<file path="src/design/sid_pkg.sv">
// Shared widths, constants and sequencer states for the signed integer divider.
package sid_pkg;

  localparam int DATA_WIDTH = 32;
  localparam int CNT_W      = $clog2(DATA_WIDTH);
  localparam int S_TDATA_W  = ((2 * DATA_WIDTH + 7) / 8) * 8;
  localparam int M_TDATA_W  = ((DATA_WIDTH + 7) / 8) * 8;
  localparam int M_TUSER_W  = 2;

  localparam logic [DATA_WIDTH-1:0] MIN_VAL  = {1'b1, {(DATA_WIDTH-1){1'b0}}};
  localparam logic [DATA_WIDTH-1:0] MAX_VAL  = ~MIN_VAL;
  localparam logic [DATA_WIDTH-1:0] ALL_ONES = '1;
  localparam logic [CNT_W-1:0]      LAST_BIT = CNT_W'(DATA_WIDTH - 1);

  typedef enum logic [1:0] {
    ST_IDLE,
    ST_DIV,
    ST_FIX
  } state_t;

endpackage

</file>
<file path="src/design/signed_integer_divider.sv">
// Signed integer divider top level: truncating quotient via radix-2 restoring loop.
// Sequence: the restoring loop yields one quotient bit per cycle into the iteration
// registers, then a sign fix-up step loads the result word into the output register.
// s_tready is low while dividing and during the fix-up, so a new word is accepted
// only once the last has reached the output register; a low m_tready delays that.
// Zero divisor and MIN / -1 skip the loop and go straight to the fix-up step.
// Reset (rst, synchronous, active high) idles the sequencer and empties the output reg.
module signed_integer_divider
  import sid_pkg::*;
(
  input  logic                 clk,
  input  logic                 rst,
  // slave side
  input  logic                 s_tvalid,
  output logic                 s_tready,
  input  logic [S_TDATA_W-1:0] s_tdata,   // dividend, divisor
  // master side
  output logic                 m_tvalid,
  input  logic                 m_tready,
  output logic [M_TDATA_W-1:0] m_tdata,   // quotient
  output logic [M_TUSER_W-1:0] m_tuser    // saturated, divide_by_zero
);

  state_t state, state_next;

  // iteration registers
  logic [DATA_WIDTH-1:0] rem;    // partial remainder
  logic [DATA_WIDTH-1:0] numq;   // dividend bits shift out, quotient bits shift in
  logic [DATA_WIDTH-1:0] den;    // divisor magnitude
  logic [CNT_W-1:0]      cnt;
  logic                  neg;    // result needs negating
  logic                  sat;
  logic                  dz;

  // output register
  logic                  out_valid;
  logic [DATA_WIDTH-1:0] out_quotient;
  logic                  out_sat;
  logic                  out_dz;

  logic                  in_fire;
  logic                  out_load;
  logic                  out_free;

  // input decode
  logic [DATA_WIDTH-1:0] dividend;
  logic [DATA_WIDTH-1:0] divisor;
  logic                  a_neg;
  logic                  b_neg;
  logic [DATA_WIDTH-1:0] a_mag;
  logic [DATA_WIDTH-1:0] b_mag;
  logic                  b_zero;
  logic                  ovf;

  // shared subtract/compare unit
  logic [DATA_WIDTH:0]   shifted;
  logic [DATA_WIDTH:0]   diff;
  logic                  take;

  logic [DATA_WIDTH-1:0] fixed_q;

  assign dividend = s_tdata[DATA_WIDTH-1:0];
  assign divisor  = s_tdata[2*DATA_WIDTH-1:DATA_WIDTH];
  assign a_neg    = dividend[DATA_WIDTH-1];
  assign b_neg    = divisor[DATA_WIDTH-1];
  assign a_mag    = a_neg ? (~dividend + 1'b1) : dividend;
  assign b_mag    = b_neg ? (~divisor + 1'b1) : divisor;
  assign b_zero   = (divisor == '0);
  assign ovf      = (dividend == MIN_VAL) && (divisor == ALL_ONES);

  assign shifted  = {rem, numq[DATA_WIDTH-1]};
  assign diff     = shifted - {1'b0, den};
  assign take     = (shifted >= {1'b0, den});

  assign fixed_q  = neg ? (~numq + 1'b1) : numq;

  assign out_free = !out_valid || m_tready;
  assign in_fire  = s_tvalid && s_tready;

  // next state
  always_comb begin
    state_next = state;
    unique case (state)
      ST_IDLE: begin
        if (s_tvalid) begin
          state_next = (b_zero || ovf) ? ST_FIX : ST_DIV;
        end
      end
      ST_DIV: begin
        if (cnt == '0) begin
          state_next = ST_FIX;
        end
      end
      ST_FIX: begin
        if (out_free) begin
          state_next = ST_IDLE;
        end
      end
      default: state_next = ST_IDLE;
    endcase
  end

  // sequencer outputs
  always_comb begin
    s_tready = 1'b0;
    out_load = 1'b0;
    unique case (state)
      ST_IDLE: s_tready = 1'b1;
      ST_DIV:  ;
      ST_FIX:  out_load = out_free;
      default: ;
    endcase
  end

  always_ff @(posedge clk) begin
    if (rst) begin
      state <= ST_IDLE;
    end else begin
      state <= state_next;
    end
  end

  // datapath: load on accept, one quotient bit per DIV cycle
  always_ff @(posedge clk) begin
    if (in_fire) begin
      rem <= '0;
      den <= b_mag;
      cnt <= LAST_BIT;
      sat <= ovf && !b_zero;
      dz  <= b_zero;
      if (b_zero) begin
        numq <= '0;
        neg  <= 1'b0;
      end else if (ovf) begin
        numq <= MAX_VAL;
        neg  <= 1'b0;
      end else begin
        numq <= a_mag;
        neg  <= a_neg ^ b_neg;
      end
    end else if (state == ST_DIV) begin
      rem  <= take ? diff[DATA_WIDTH-1:0] : shifted[DATA_WIDTH-1:0];
      numq <= {numq[DATA_WIDTH-2:0], take};
      cnt  <= cnt - 1'b1;
    end
  end

  // output register: holds a finished word while the next item is accepted
  always_ff @(posedge clk) begin
    if (rst) begin
      out_valid <= 1'b0;
    end else if (out_load) begin
      out_valid <= 1'b1;
    end else if (m_tready) begin
      out_valid <= 1'b0;
    end
  end

  always_ff @(posedge clk) begin
    if (out_load) begin
      out_quotient <= fixed_q;
      out_sat      <= sat;
      out_dz       <= dz;
    end
  end

  assign m_tvalid = out_valid;
  assign m_tdata  = M_TDATA_W'(out_quotient);
  assign m_tuser  = {out_dz, out_sat};

endmodule
</file>
<file path="config.mk">
export PLATFORM = sky130hd
export DESIGN_NAME = signed_integer_divider
export DESIGN_NICKNAME = d
export VERILOG_FILES = /design/src/design/sid_pkg.sv /design/src/design/signed_integer_divider.sv
export SDC_FILE = /design/constraint.sdc
export NUM_CORES = 1
export LEC_CHECK = 0
export BUFFER_PORTS_ARGS = -buffer_cell sky130_fd_sc_hd__buf_2
export CAP_MARGIN = 20
export CORE_MARGIN = 2
export CORE_UTILIZATION = 25
export CTS_BUF_LIST = sky130_fd_sc_hd__clkbuf_2
export CTS_CLUSTER_SIZE = 24
export DETAILED_ROUTE_END_ITERATION = 10
export GPL_ROUTABILITY_DRIVEN = 1
export HOLD_SLACK_MARGIN = 0.05
export PLACE_DENSITY_LB_ADDON = 0.05
export SYNTH_ARGS = -nofsm -noshare
export SYNTH_HDL_FRONTEND = slang
export SYNTH_SLANG_ARGS = --single-unit
</file>
<file path="constraint.sdc">
create_clock -name clk -period 7.72 [get_ports clk]
set_clock_uncertainty 0.15 [all_clocks]
set_input_delay 1.158 -clock clk [delete_from_list [all_inputs] [get_ports clk]]
set_output_delay 1.158 -clock clk [all_outputs]
set_load 0.05 [all_outputs]
</file>
==> run summary, run 1 <==
HPWL Detailed: 21700 um
DRT iter0 DRCs: 453
Worst-path fanout max: 24
Fin crit period: 4130 ps
Global-route wire length before repair: 45900 um
Post-synth EDFFs: 101
Clk slew on worst S/H paths: 260 ps
CTS Buffer Depth: 2
Final core utilization: 28.7%
Post-Syn Area: 9140 um^2
Hold/Removal Path Class: reg2reg
Max Transition Viols Final: 0
Status: finished, final reports clean
Final wirelength: 28800 um
CP Cell Sequence: inv_1 > ha_1 > a21oi_1 > o21ai_0 > or3_1 > a221oi_1 > nor2_1 > a31oi_4 > buf_4 > mux2_2 > o21ai_0
Leakage: 0.00401 uW
R2R cell count: 11
Post-CTS Setup Inserts: 0
Vias in the first global route: 7603
Initial antenna violation count: 3
Peak Freq: 0.242 GHz
# hold bufs at CTS: 0
Mapped Nets: 1078
CTS Buf Count: 17
Tot GR Track Use: 15.7%
Reg2Reg Setup Slack: 3590 ps
Post-synthesis sequential area ratio: 41.9%
Worst hold start: sat
Die Area: 38100 um^2
Layout cells sized above 1: 16.0%
Clock net sink count: 141
Avg Inst Size Synth: 9.40 um^2
Area Overhead vs Synth: 13.7%
Hold endpoint: out_sat
CP Capture Type: flop
Final net count: 1165
Worst-skew pair later-pin latency: 800 ps
GPL Wtd Cong: 0.749
WS Path Type: reg2reg
RR Endpoint: rem[1]
Vias per inst: 4.85
Core ar.: 36300 um^2
Most frequent cells in the layout: 112 x nand2_1, 106 x o21ai_0, 103 x buf_2
Slowest cell on crit path: a31oi_4
Share of async-settable or async-resettable flops after synthesis: 0%
Slowest Stage Delay on Critical Path: 740 ps
ANT nets after route: 0
Distinct cells, synth: 69
Crit-path leading delay family: compound AO/OA/AOI/OAI gates
Commonest non-fill, non-tap cell in the layout: nand2_1
Non-filler cells, final: 1542
Initial Util: 25.2%
Req. time, crit path: 8330 ps
Final period util: 53.5%
Worst-margin pin slew: 1060 ps
DRC Markers: 0
Seq cells post-synth: 141
Die Ht: 195 um
Post-synth top flop: edfxtp_1
Post_cts resized: 0
Area of the multi-input gates: 4950 um^2
Max-cap viol count: 0
RSZ-0062 raised after global routing: no
CTS tree: done
CTS Root Cell: clkbuf_2
Crit path arrival time: 4740 ps
Worst hold slack: 324 ps
Most common cell on crit path: o21ai_0
Seq. cell area: 3830 um^2
Mapped Cells: 972
Fillers: 3982
Cell Pwr Density: 253 nW/um^2
I/O pin total: 104
I/O Buffers: 103
Gr ovfl total: 0
H-tree depth: 4
Final number of setup-violating endpoints: 0
Via count: 7474
Worst slew margin: 28.5%
CP bufs+invs: 2
Worst vdd ir: 0.0000725 V
Pre-Repair DR Iteration Count: 5
Synth warn: 0
FP Rows: 70
Worst hold path depth: 0
Post-route setup TNS: 0 ps
R2R Path Start: den[18]
Placed cells: 1506
Largest net degree at the start of global routing: 60
Wirelength per Cell: 18.7 um
Final Hold Vio Count: 0
Die X: 195 um
Startpoint Class: flop
==> kinds of logic after synthesis <==
kind of cell | count (synthesis) | synth area share [%]
and+or+nand+nor | 297 | 16.8
AOI/OAI and AO/OA | 266 | 18.7
DFF | 141 | 41.9
xor gates and xnor gates | 113 | 10.8
buffers and inverters | 96 | 4.13
adders and majority gates | 38 | 5.28
muxes | 21 | 2.31
==> cells in the mapped netlist (all sizes together), types with 21 or more instances <==
cell    number  area (um^2)
dfxtp       40          801
ha          37          463
o21ai      108          541
xnor2       96          841
nand3       23          115
edfxtp     101         3030
o31ai       35          263
nor3        21          105
nand2      113          424
inv         48          180
nor2        36          135
a21oi       34          170
clkbuf      37          139
==> per-layer routing <==
layer  share of wire, %  track usage, %  wire length (um)  vias up
met5              0.045               0                13        -
met3                2.9            2.42               842       14
met1                 54            23.9             15500     3557
met4               0.96            4.07               276        2
met2                 42            22.9             12200      112
li1                   -               -                 -     3789
==> worst register-to-register path, delay by kind of cell, from the launching register on <==
kind	cells	cell delay (ps)
compound gates	5	1620
simple gates	2	660
buf+inv	2	530
flops	1	430
mux	1	390
fa+ha+maj	1	310
==> state kept, by name (all words and copies together), names as in the netlist, 2 cells and up <==
| name | cells |
|---|---|
| cnt | 5 |
| den | 32 |
| m_tdata | 32 |
| numq | 32 |
| rem | 32 |
| state | 2 |
==> how the worst max path moves through the flow <==
stage	from	depth (start not counted)	endpoint	slack [ps]
floorplan	s_tdata[11]	6	numq[23]	3790
global placement	s_tdata[3]	9	numq[29]	2910
detailed placement	s_tdata[3]	9	numq[29]	2860
CTS	den[18]	11	rem[1]	3520
global route	rem[13]	10	rem[1]	3220
finish	den[18]	11	rem[1]	3590
==> metrics by stage <==
stage          cell area (um^2)  power [uW]  setup WS [ps]
6_report                  10400        2620           3590
5_1_grt                   10400        2850           3220
4_1_cts                   10400        2670           3520
3_5_place_dp              10100        2220           2860
3_3_place_gp              10100        2230           2910
2_1_floorplan              9140        1890           3790
==> area by class of cell <==
| type | instances | area share, % |
|---|---|---|
| antenna | 2 | 0.0482 |
| clock buffer | 18 | 0.867 |
| clock inverter | 14 | 1.13 |
| inverter | 50 | 1.82 |
| multi-input combinational | 735 | 47.7 |
| sequential | 141 | 36.9 |
| tap | 468 | 5.64 |
| timing repair buffer | 114 | 5.92 |
==> report_power, final <==
part | internal, uW | switching [uW] | leakage (uW)
combinational | 442 | 667 | 0.00258
clock | 118 | 310 | 0.000134
sequential | 967 | 119 | 0.00129
total | 1530 | 1100 | 0.00401
Note: power is estimated with default switching activity, not from simulation.
==> run 2, diff against run 1 <==
--- a/config.mk
+++ b/config.mk
@@ -5,6 +5,7 @@
 export SDC_FILE = /design/constraint.sdc
 export NUM_CORES = 1
 export LEC_CHECK = 0
+export ABC_AREA = 1
 export BUFFER_PORTS_ARGS = -buffer_cell sky130_fd_sc_hd__buf_2
 export CAP_MARGIN = 20
 export CORE_MARGIN = 2
==> constraint.sdc (replaced) <==
create_clock -name clk -period 4 [get_ports clk]
set_clock_uncertainty 0.15 [all_clocks]
set_input_delay 0.6 -clock clk [delete_from_list [all_inputs] [get_ports clk]]
set_output_delay 0.6 -clock clk [all_outputs]
set_load 0.05 [all_outputs]
==> run 2 against run 1 <==
  * Clock-buffer cell count rose by 1
  * Highest routed layer is now met4
  * Via count rose by 45%
  * Area after synthesis rose by 21%
  * Synthesized cell count rose by 71%
  * Maximum frequency rose by 22%
  * Largest cell class unchanged
  * Worst setup slack got worse by 3000 ps
==> run summary, run 2 <==
CP Capture Type: flop
Vias in the first global route: 10500
Worst slew margin: 26.7%
Layout cells sized above 1: 9.33%
Clock net sink count: 141
Cell Pwr Density: 561 nW/um^2
Avg Inst Size Synth: 6.65 um^2
Post-synth top flop: edfxtp_1
DRT iter0 DRCs: 671
Synth area leaders: edfxtp_1 28%, nand2_1 19%, inv_1 9.2%, dfxtp_1 7.3%, nand3_1 7.2%
Clk slew on worst S/H paths: 240 ps
Non-filler cells, final: 2419
Most frequent cell after synthesis: nand2_1
Final Hold Vio Count: 0
Leakage: 0.00641 uW
Post-Syn Area: 11000 um^2
Via count: 10800
WS Path Type: reg2reg
Gr ovfl total: 0
Vias per inst: 4.47
ANT nets after route: 0
Share of async-settable or async-resettable flops after synthesis: 0%
Initial antenna violation count: 1
Final core utilization: 30.3%
Final wirelength: 39600 um
Pre-Repair DR Iteration Count: 5
Commonest non-fill, non-tap cell in the layout: nand2_1
Req. time, crit path: 4480 ps
Worst vdd ir: 0.000251 V
Max-cap viol count: 0
Worst-margin pin slew: 1100 ps
Crit path arrival time: 3860 ps
Worst-path fanout max: 33
Seq. cell area: 3830 um^2
Post-CTS Setup Inserts: 0
Synth warn: 0
Largest net degree at the start of global routing: 40
FP Rows: 76
I/O Buffers: 103
CTS Buf Count: 17
DRC Markers: 0
Peak Freq: 0.296 GHz
Post-synth EDFFs: 101
Placed Instance Area: 12100 um^2
Max Transition Viols Final: 0
Initial Util: 25.5%
Post-route setup TNS: 0 ps
Placed cells: 2316
Status: finished, final reports clean
Hold/Removal Path Class: in2reg
# hold bufs at CTS: 68
Post_cts resized: 0
HPWL Detailed: 31400 um
Overall Power: 7360 uW
Worst-skew pair later-pin latency: 850 ps
CTS tree: done
Yosys top cell by area: edfxtp_1
Fin crit period: 3380 ps
Most frequent cells in the layout: 566 x nand2_1, 270 x inv_1, 159 x nand3_1
Fillers: 4815
Final period util: 84.5%
Final net count: 1926
Area Overhead vs Synth: 18.9%
Die Area: 45800 um^2
I/O pin total: 104
Core ar.: 43300 um^2
H-tree depth: 4
Most instantiated cells after synthesis: 566 x nand2_1, 270 x inv_1, 159 x nand3_1, 148 x nor2_1, 101 x edfxtp_1
Mapped Cells: 1658
Die Ht: 214 um
RSZ-0062 raised after global routing: no
CTS Root Cell: clkbuf_2
Seq cells post-synth: 141
Distinct cells, synth: 44
Global-route wire length before repair: 61700 um
Top cell type's share of synthesized area: 27.5%
Final number of setup-violating endpoints: 0
CTS Buffer Depth: 2
Design Area, Final: 13100 um^2
Wirelength per Cell: 16.4 um
Die X: 214 um
Tot GR Track Use: 17.4%
GPL Wtd Cong: 0.867
Post-synthesis sequential area ratio: 34.8%
Startpoint Class: flop
Area of the multi-input gates: 5940 um^2
Mapped Nets: 1764
## run 2: cell types whose count changed after synthesis, moves of 20 or more
cell / before / now
nand2_1: 113 / 566
inv_1: 48 / 270
nand3_1: 23 / 159
nor2_1: 36 / 148
o21ai_0: 106 / 26
xnor2_1: 96 / 24
xor2_1: 17 / 51
o31ai_1: 35 / 5
nand4_1: 14 / 41
clkbuf_1: 37 / 14
mux2i_1: 20 / 0
## run 2: kinds of logic after synthesis
kind of cell	after synthesis	share of synthesized area [%]
adders and majority gates	38	4.38
xor gates and xnor gates	75	5.96
buffers and inverters	315	11.4
AOI/OAI and AO/OA	92	4.73
and+or+nand+nor	997	38.8
DFF	141	34.8
## run 2: path summary, 6_finish.rpt
kind | from | endpoint | slack, ps | cells after the start
max reg2reg | den[5] | numq[0] | 620 | 12
max | den[5] | numq[0] | 620 | 12
min reg2reg | dz | out_dz | 320 | 0
min | s_tdata[30] | numq[30] | 210 | 5
## run 2: per-layer routing
metal | track usage [%] | part of all wire, % | wire length, um
met1 | 27.2 | 55 | 21800
met2 | 25.0 | 41 | 16100
met3 | 1.87 | 3.1 | 1220
met4 | 4.71 | 1.4 | 555
met5 | 0 | 0 | 0
## run 2: worst max-delay path: stages, from the launching register on
cell      delay (ps)
edfxtp_1         430
inv_1            150
ha_1             290
nand2_1          140
nor2_1            70
inv_1            120
nor2_1            50
nand3b_1         160
nor2_4            50
nor2_4           840
nand2_4          480
nand2_1          170
nand2_1           60
## run 2: layout make-up
type                       instances  share of cell area, %
timing repair buffer             183                   9.93
clock inverter                    13                   1.26
tap                              585                   5.58
inverter                         275                   7.88
antenna                            1                 0.0191
clock buffer                      19                  0.726
multi-input combinational       1202                   45.4
sequential                       141                   29.3
## run 2: power breakdown
group	internal (uW)	switching, uW	leakage, uW
clock network	362	616	0.000155
logic	1200	2620	0.00496
registers	2200	366	0.00129
## run 2: stage by stage
| stage | setup WS, ps | hold slack, ps |
|---|---|---|
| floorplan | 387 | 250 |
| global placement | 540 | 257 |
| global route | 345 | 97.6 |
| finish | 618 | 207 |
| CTS | 562 | 58.1 |
| detailed placement | 569 | 255 |
==> run 3, diff against run 2 <==
==> constraint.sdc (replaced) <==
create_clock -name clk -period 3.1 [get_ports clk]
set_clock_uncertainty 0.15 [all_clocks]
set_input_delay 0.465 -clock clk [delete_from_list [all_inputs] [get_ports clk]]
set_output_delay 0.465 -clock clk [all_outputs]
set_load 0.05 [all_outputs]
==> run 3 against run 2 <==
  * Cell count increased by 1.5%
  * Cell area increased by 3.2%
  * Critical path type is now in2reg
  * Die area unchanged
  * Combinational power increased by 32%
==> run summary, run 3 (synthesis results as in run 2) <==
Largest net degree at the start of global routing: 45
CTS tree: done
Worst slew margin: 57.8%
Initial Util: 25.5%
Max-cap viol count: 0
Tot GR Track Use: 17.4%
Via count: 10800
Non-filler cells, final: 2456
Power Internal: 5100 uW
Switching Share: 47.9%
ANT nets after route: 0
Worst-skew pair later-pin latency: 860 ps
Final Hold Vio Count: 0
Leakage: 0.00659 uW
CP Capture Type: flop
Core ar.: 43300 um^2
Die Area: 45800 um^2
Die Ht: 214 um
Initial antenna violation count: 2
Final net count: 1963
Gr ovfl total: 0
Clk slew on worst S/H paths: 230 ps
Worst vdd ir: 0.000424 V
Max Transition Viols Final: 0
FP Rows: 76
Pre-Repair DR Iteration Count: 5
Final wirelength: 39500 um
HPWL Detailed: 31600 um
Post-route setup TNS: 0 ps
GPL Wtd Cong: 0.856
Fin crit period: 3000 ps
I/O pin total: 104
Crit path arrival time: 3580 ps
Final number of setup-violating endpoints: 0
CTS Buffer Depth: 2
I/O Buffers: 103
Layout cells sized above 1: 9.73%
Most frequent cells in the layout: 566 x nand2_1, 269 x inv_1, 159 x nand3_1
Global-route wire length before repair: 61700 um
H-tree depth: 4
Placed cells: 2326
Commonest non-fill, non-tap cell in the layout: nand2_1
Setup ws final: 102 ps
CTS Buf Count: 17
Fillers: 4847
DRC Markers: 0
Clock net sink count: 141
DRT iter0 DRCs: 680
Final core utilization: 31.3%
Req. time, crit path: 3680 ps
Vias in the first global route: 10600
CTS Root Cell: clkbuf_2
Final period util: 96.7%
Clock network power share: 14.4%
Pre-CTS setup slack: 246 ps
Worst-path fanout max: 4
Hold/Removal Path Class: in2reg
Switching power: 4680 uW
Cell Pwr Density: 722 nW/um^2
Area Overhead vs Synth: 22.8%
Worst-margin pin slew: 628 ps
Status: finished, final reports clean
Vias per inst: 4.41
Peak Freq: 0.334 GHz
Seq pwr share: 34.0%
Reg2Reg Setup Slack: 250 ps
Gate power share: 51.7%
Die X: 214 um
WS Path Type: in2reg
Wirelength per Cell: 16.1 um
Startpoint Class: primary input
-- run 3: final timing paths --
check | from | end | depth (start not counted)
hold / removal | s_tdata[33] | den[2] | 6
setup / recovery | s_tdata[32] | den[28] | 14
hold reg to reg | sat | out_sat | 0
setup reg to reg | state[0] | state[1] | 11
-- run 3: power by group through the flow --
stage	logic, uW	clock network (uW)	registers, uW
after floorplan	3350	0	3390
after global placement	4990	0	3370
after CTS	5080	1480	3320
final	5050	1400	3320
after detailed placement	4950	0	3360
after global routing	5720	1540	3400
-- run 3: stage by stage --
stage | instance area [um^2] | total power [uW] | hold WS, ps
6_report | 13500 | 9770 | 196
5_1_grt | 13500 | 10700 | 177
4_1_cts | 13500 | 9880 | 72.8
3_5_place_dp | 12200 | 8320 | 263
3_3_place_gp | 12200 | 8360 | 255
2_1_floorplan | 11000 | 6740 | 250
-- run 3: timing repair --
action | in CTS | in global routing
setup endpoints to repair | 0 | 2
buffers inserted | 0 | 1
gates resized for setup | 0 | 6
hold endpoints to repair | 81 | 0
hold buffers | 96 | 0
-- run 3: critical path, cell delays in order --
cell	delay (ps)
dlygate4sd3_1	530
buf_2	170
inv_1	80
ha_1	190
nand4_1	210
nor3_2	180
nand4_1	240
nor2_2	180
nand2_1	80
nand2_1	60
nand2_1	50
dlygate4sd3_1	560
nand2_1	60
dlygate4sd3_1	530
-- run 3: cell type report --
cell class              instances  area, um^2  share of cell area [%]
clock buffers                  17        85.1                   0.629
diodes                          1        2.50                  0.0185
inverters                     275        1040                    7.66
multi-input cells            1202        5950                    44.0
clock inverters                15         216                    1.60
well taps                     585         732                    5.41
repair buffers                220        1670                    12.4
flip-flops and latches        141        3830                    28.3
-- run 3: metal layers --
layer	GRT usage [%]	vias to the layer above	routed length (um)
met5	0	-	0
met4	4.41	0	566
met3	2.27	26	1320
met2	25.0	198	16100
met1	27.0	4924	21500
li1	-	5673	-
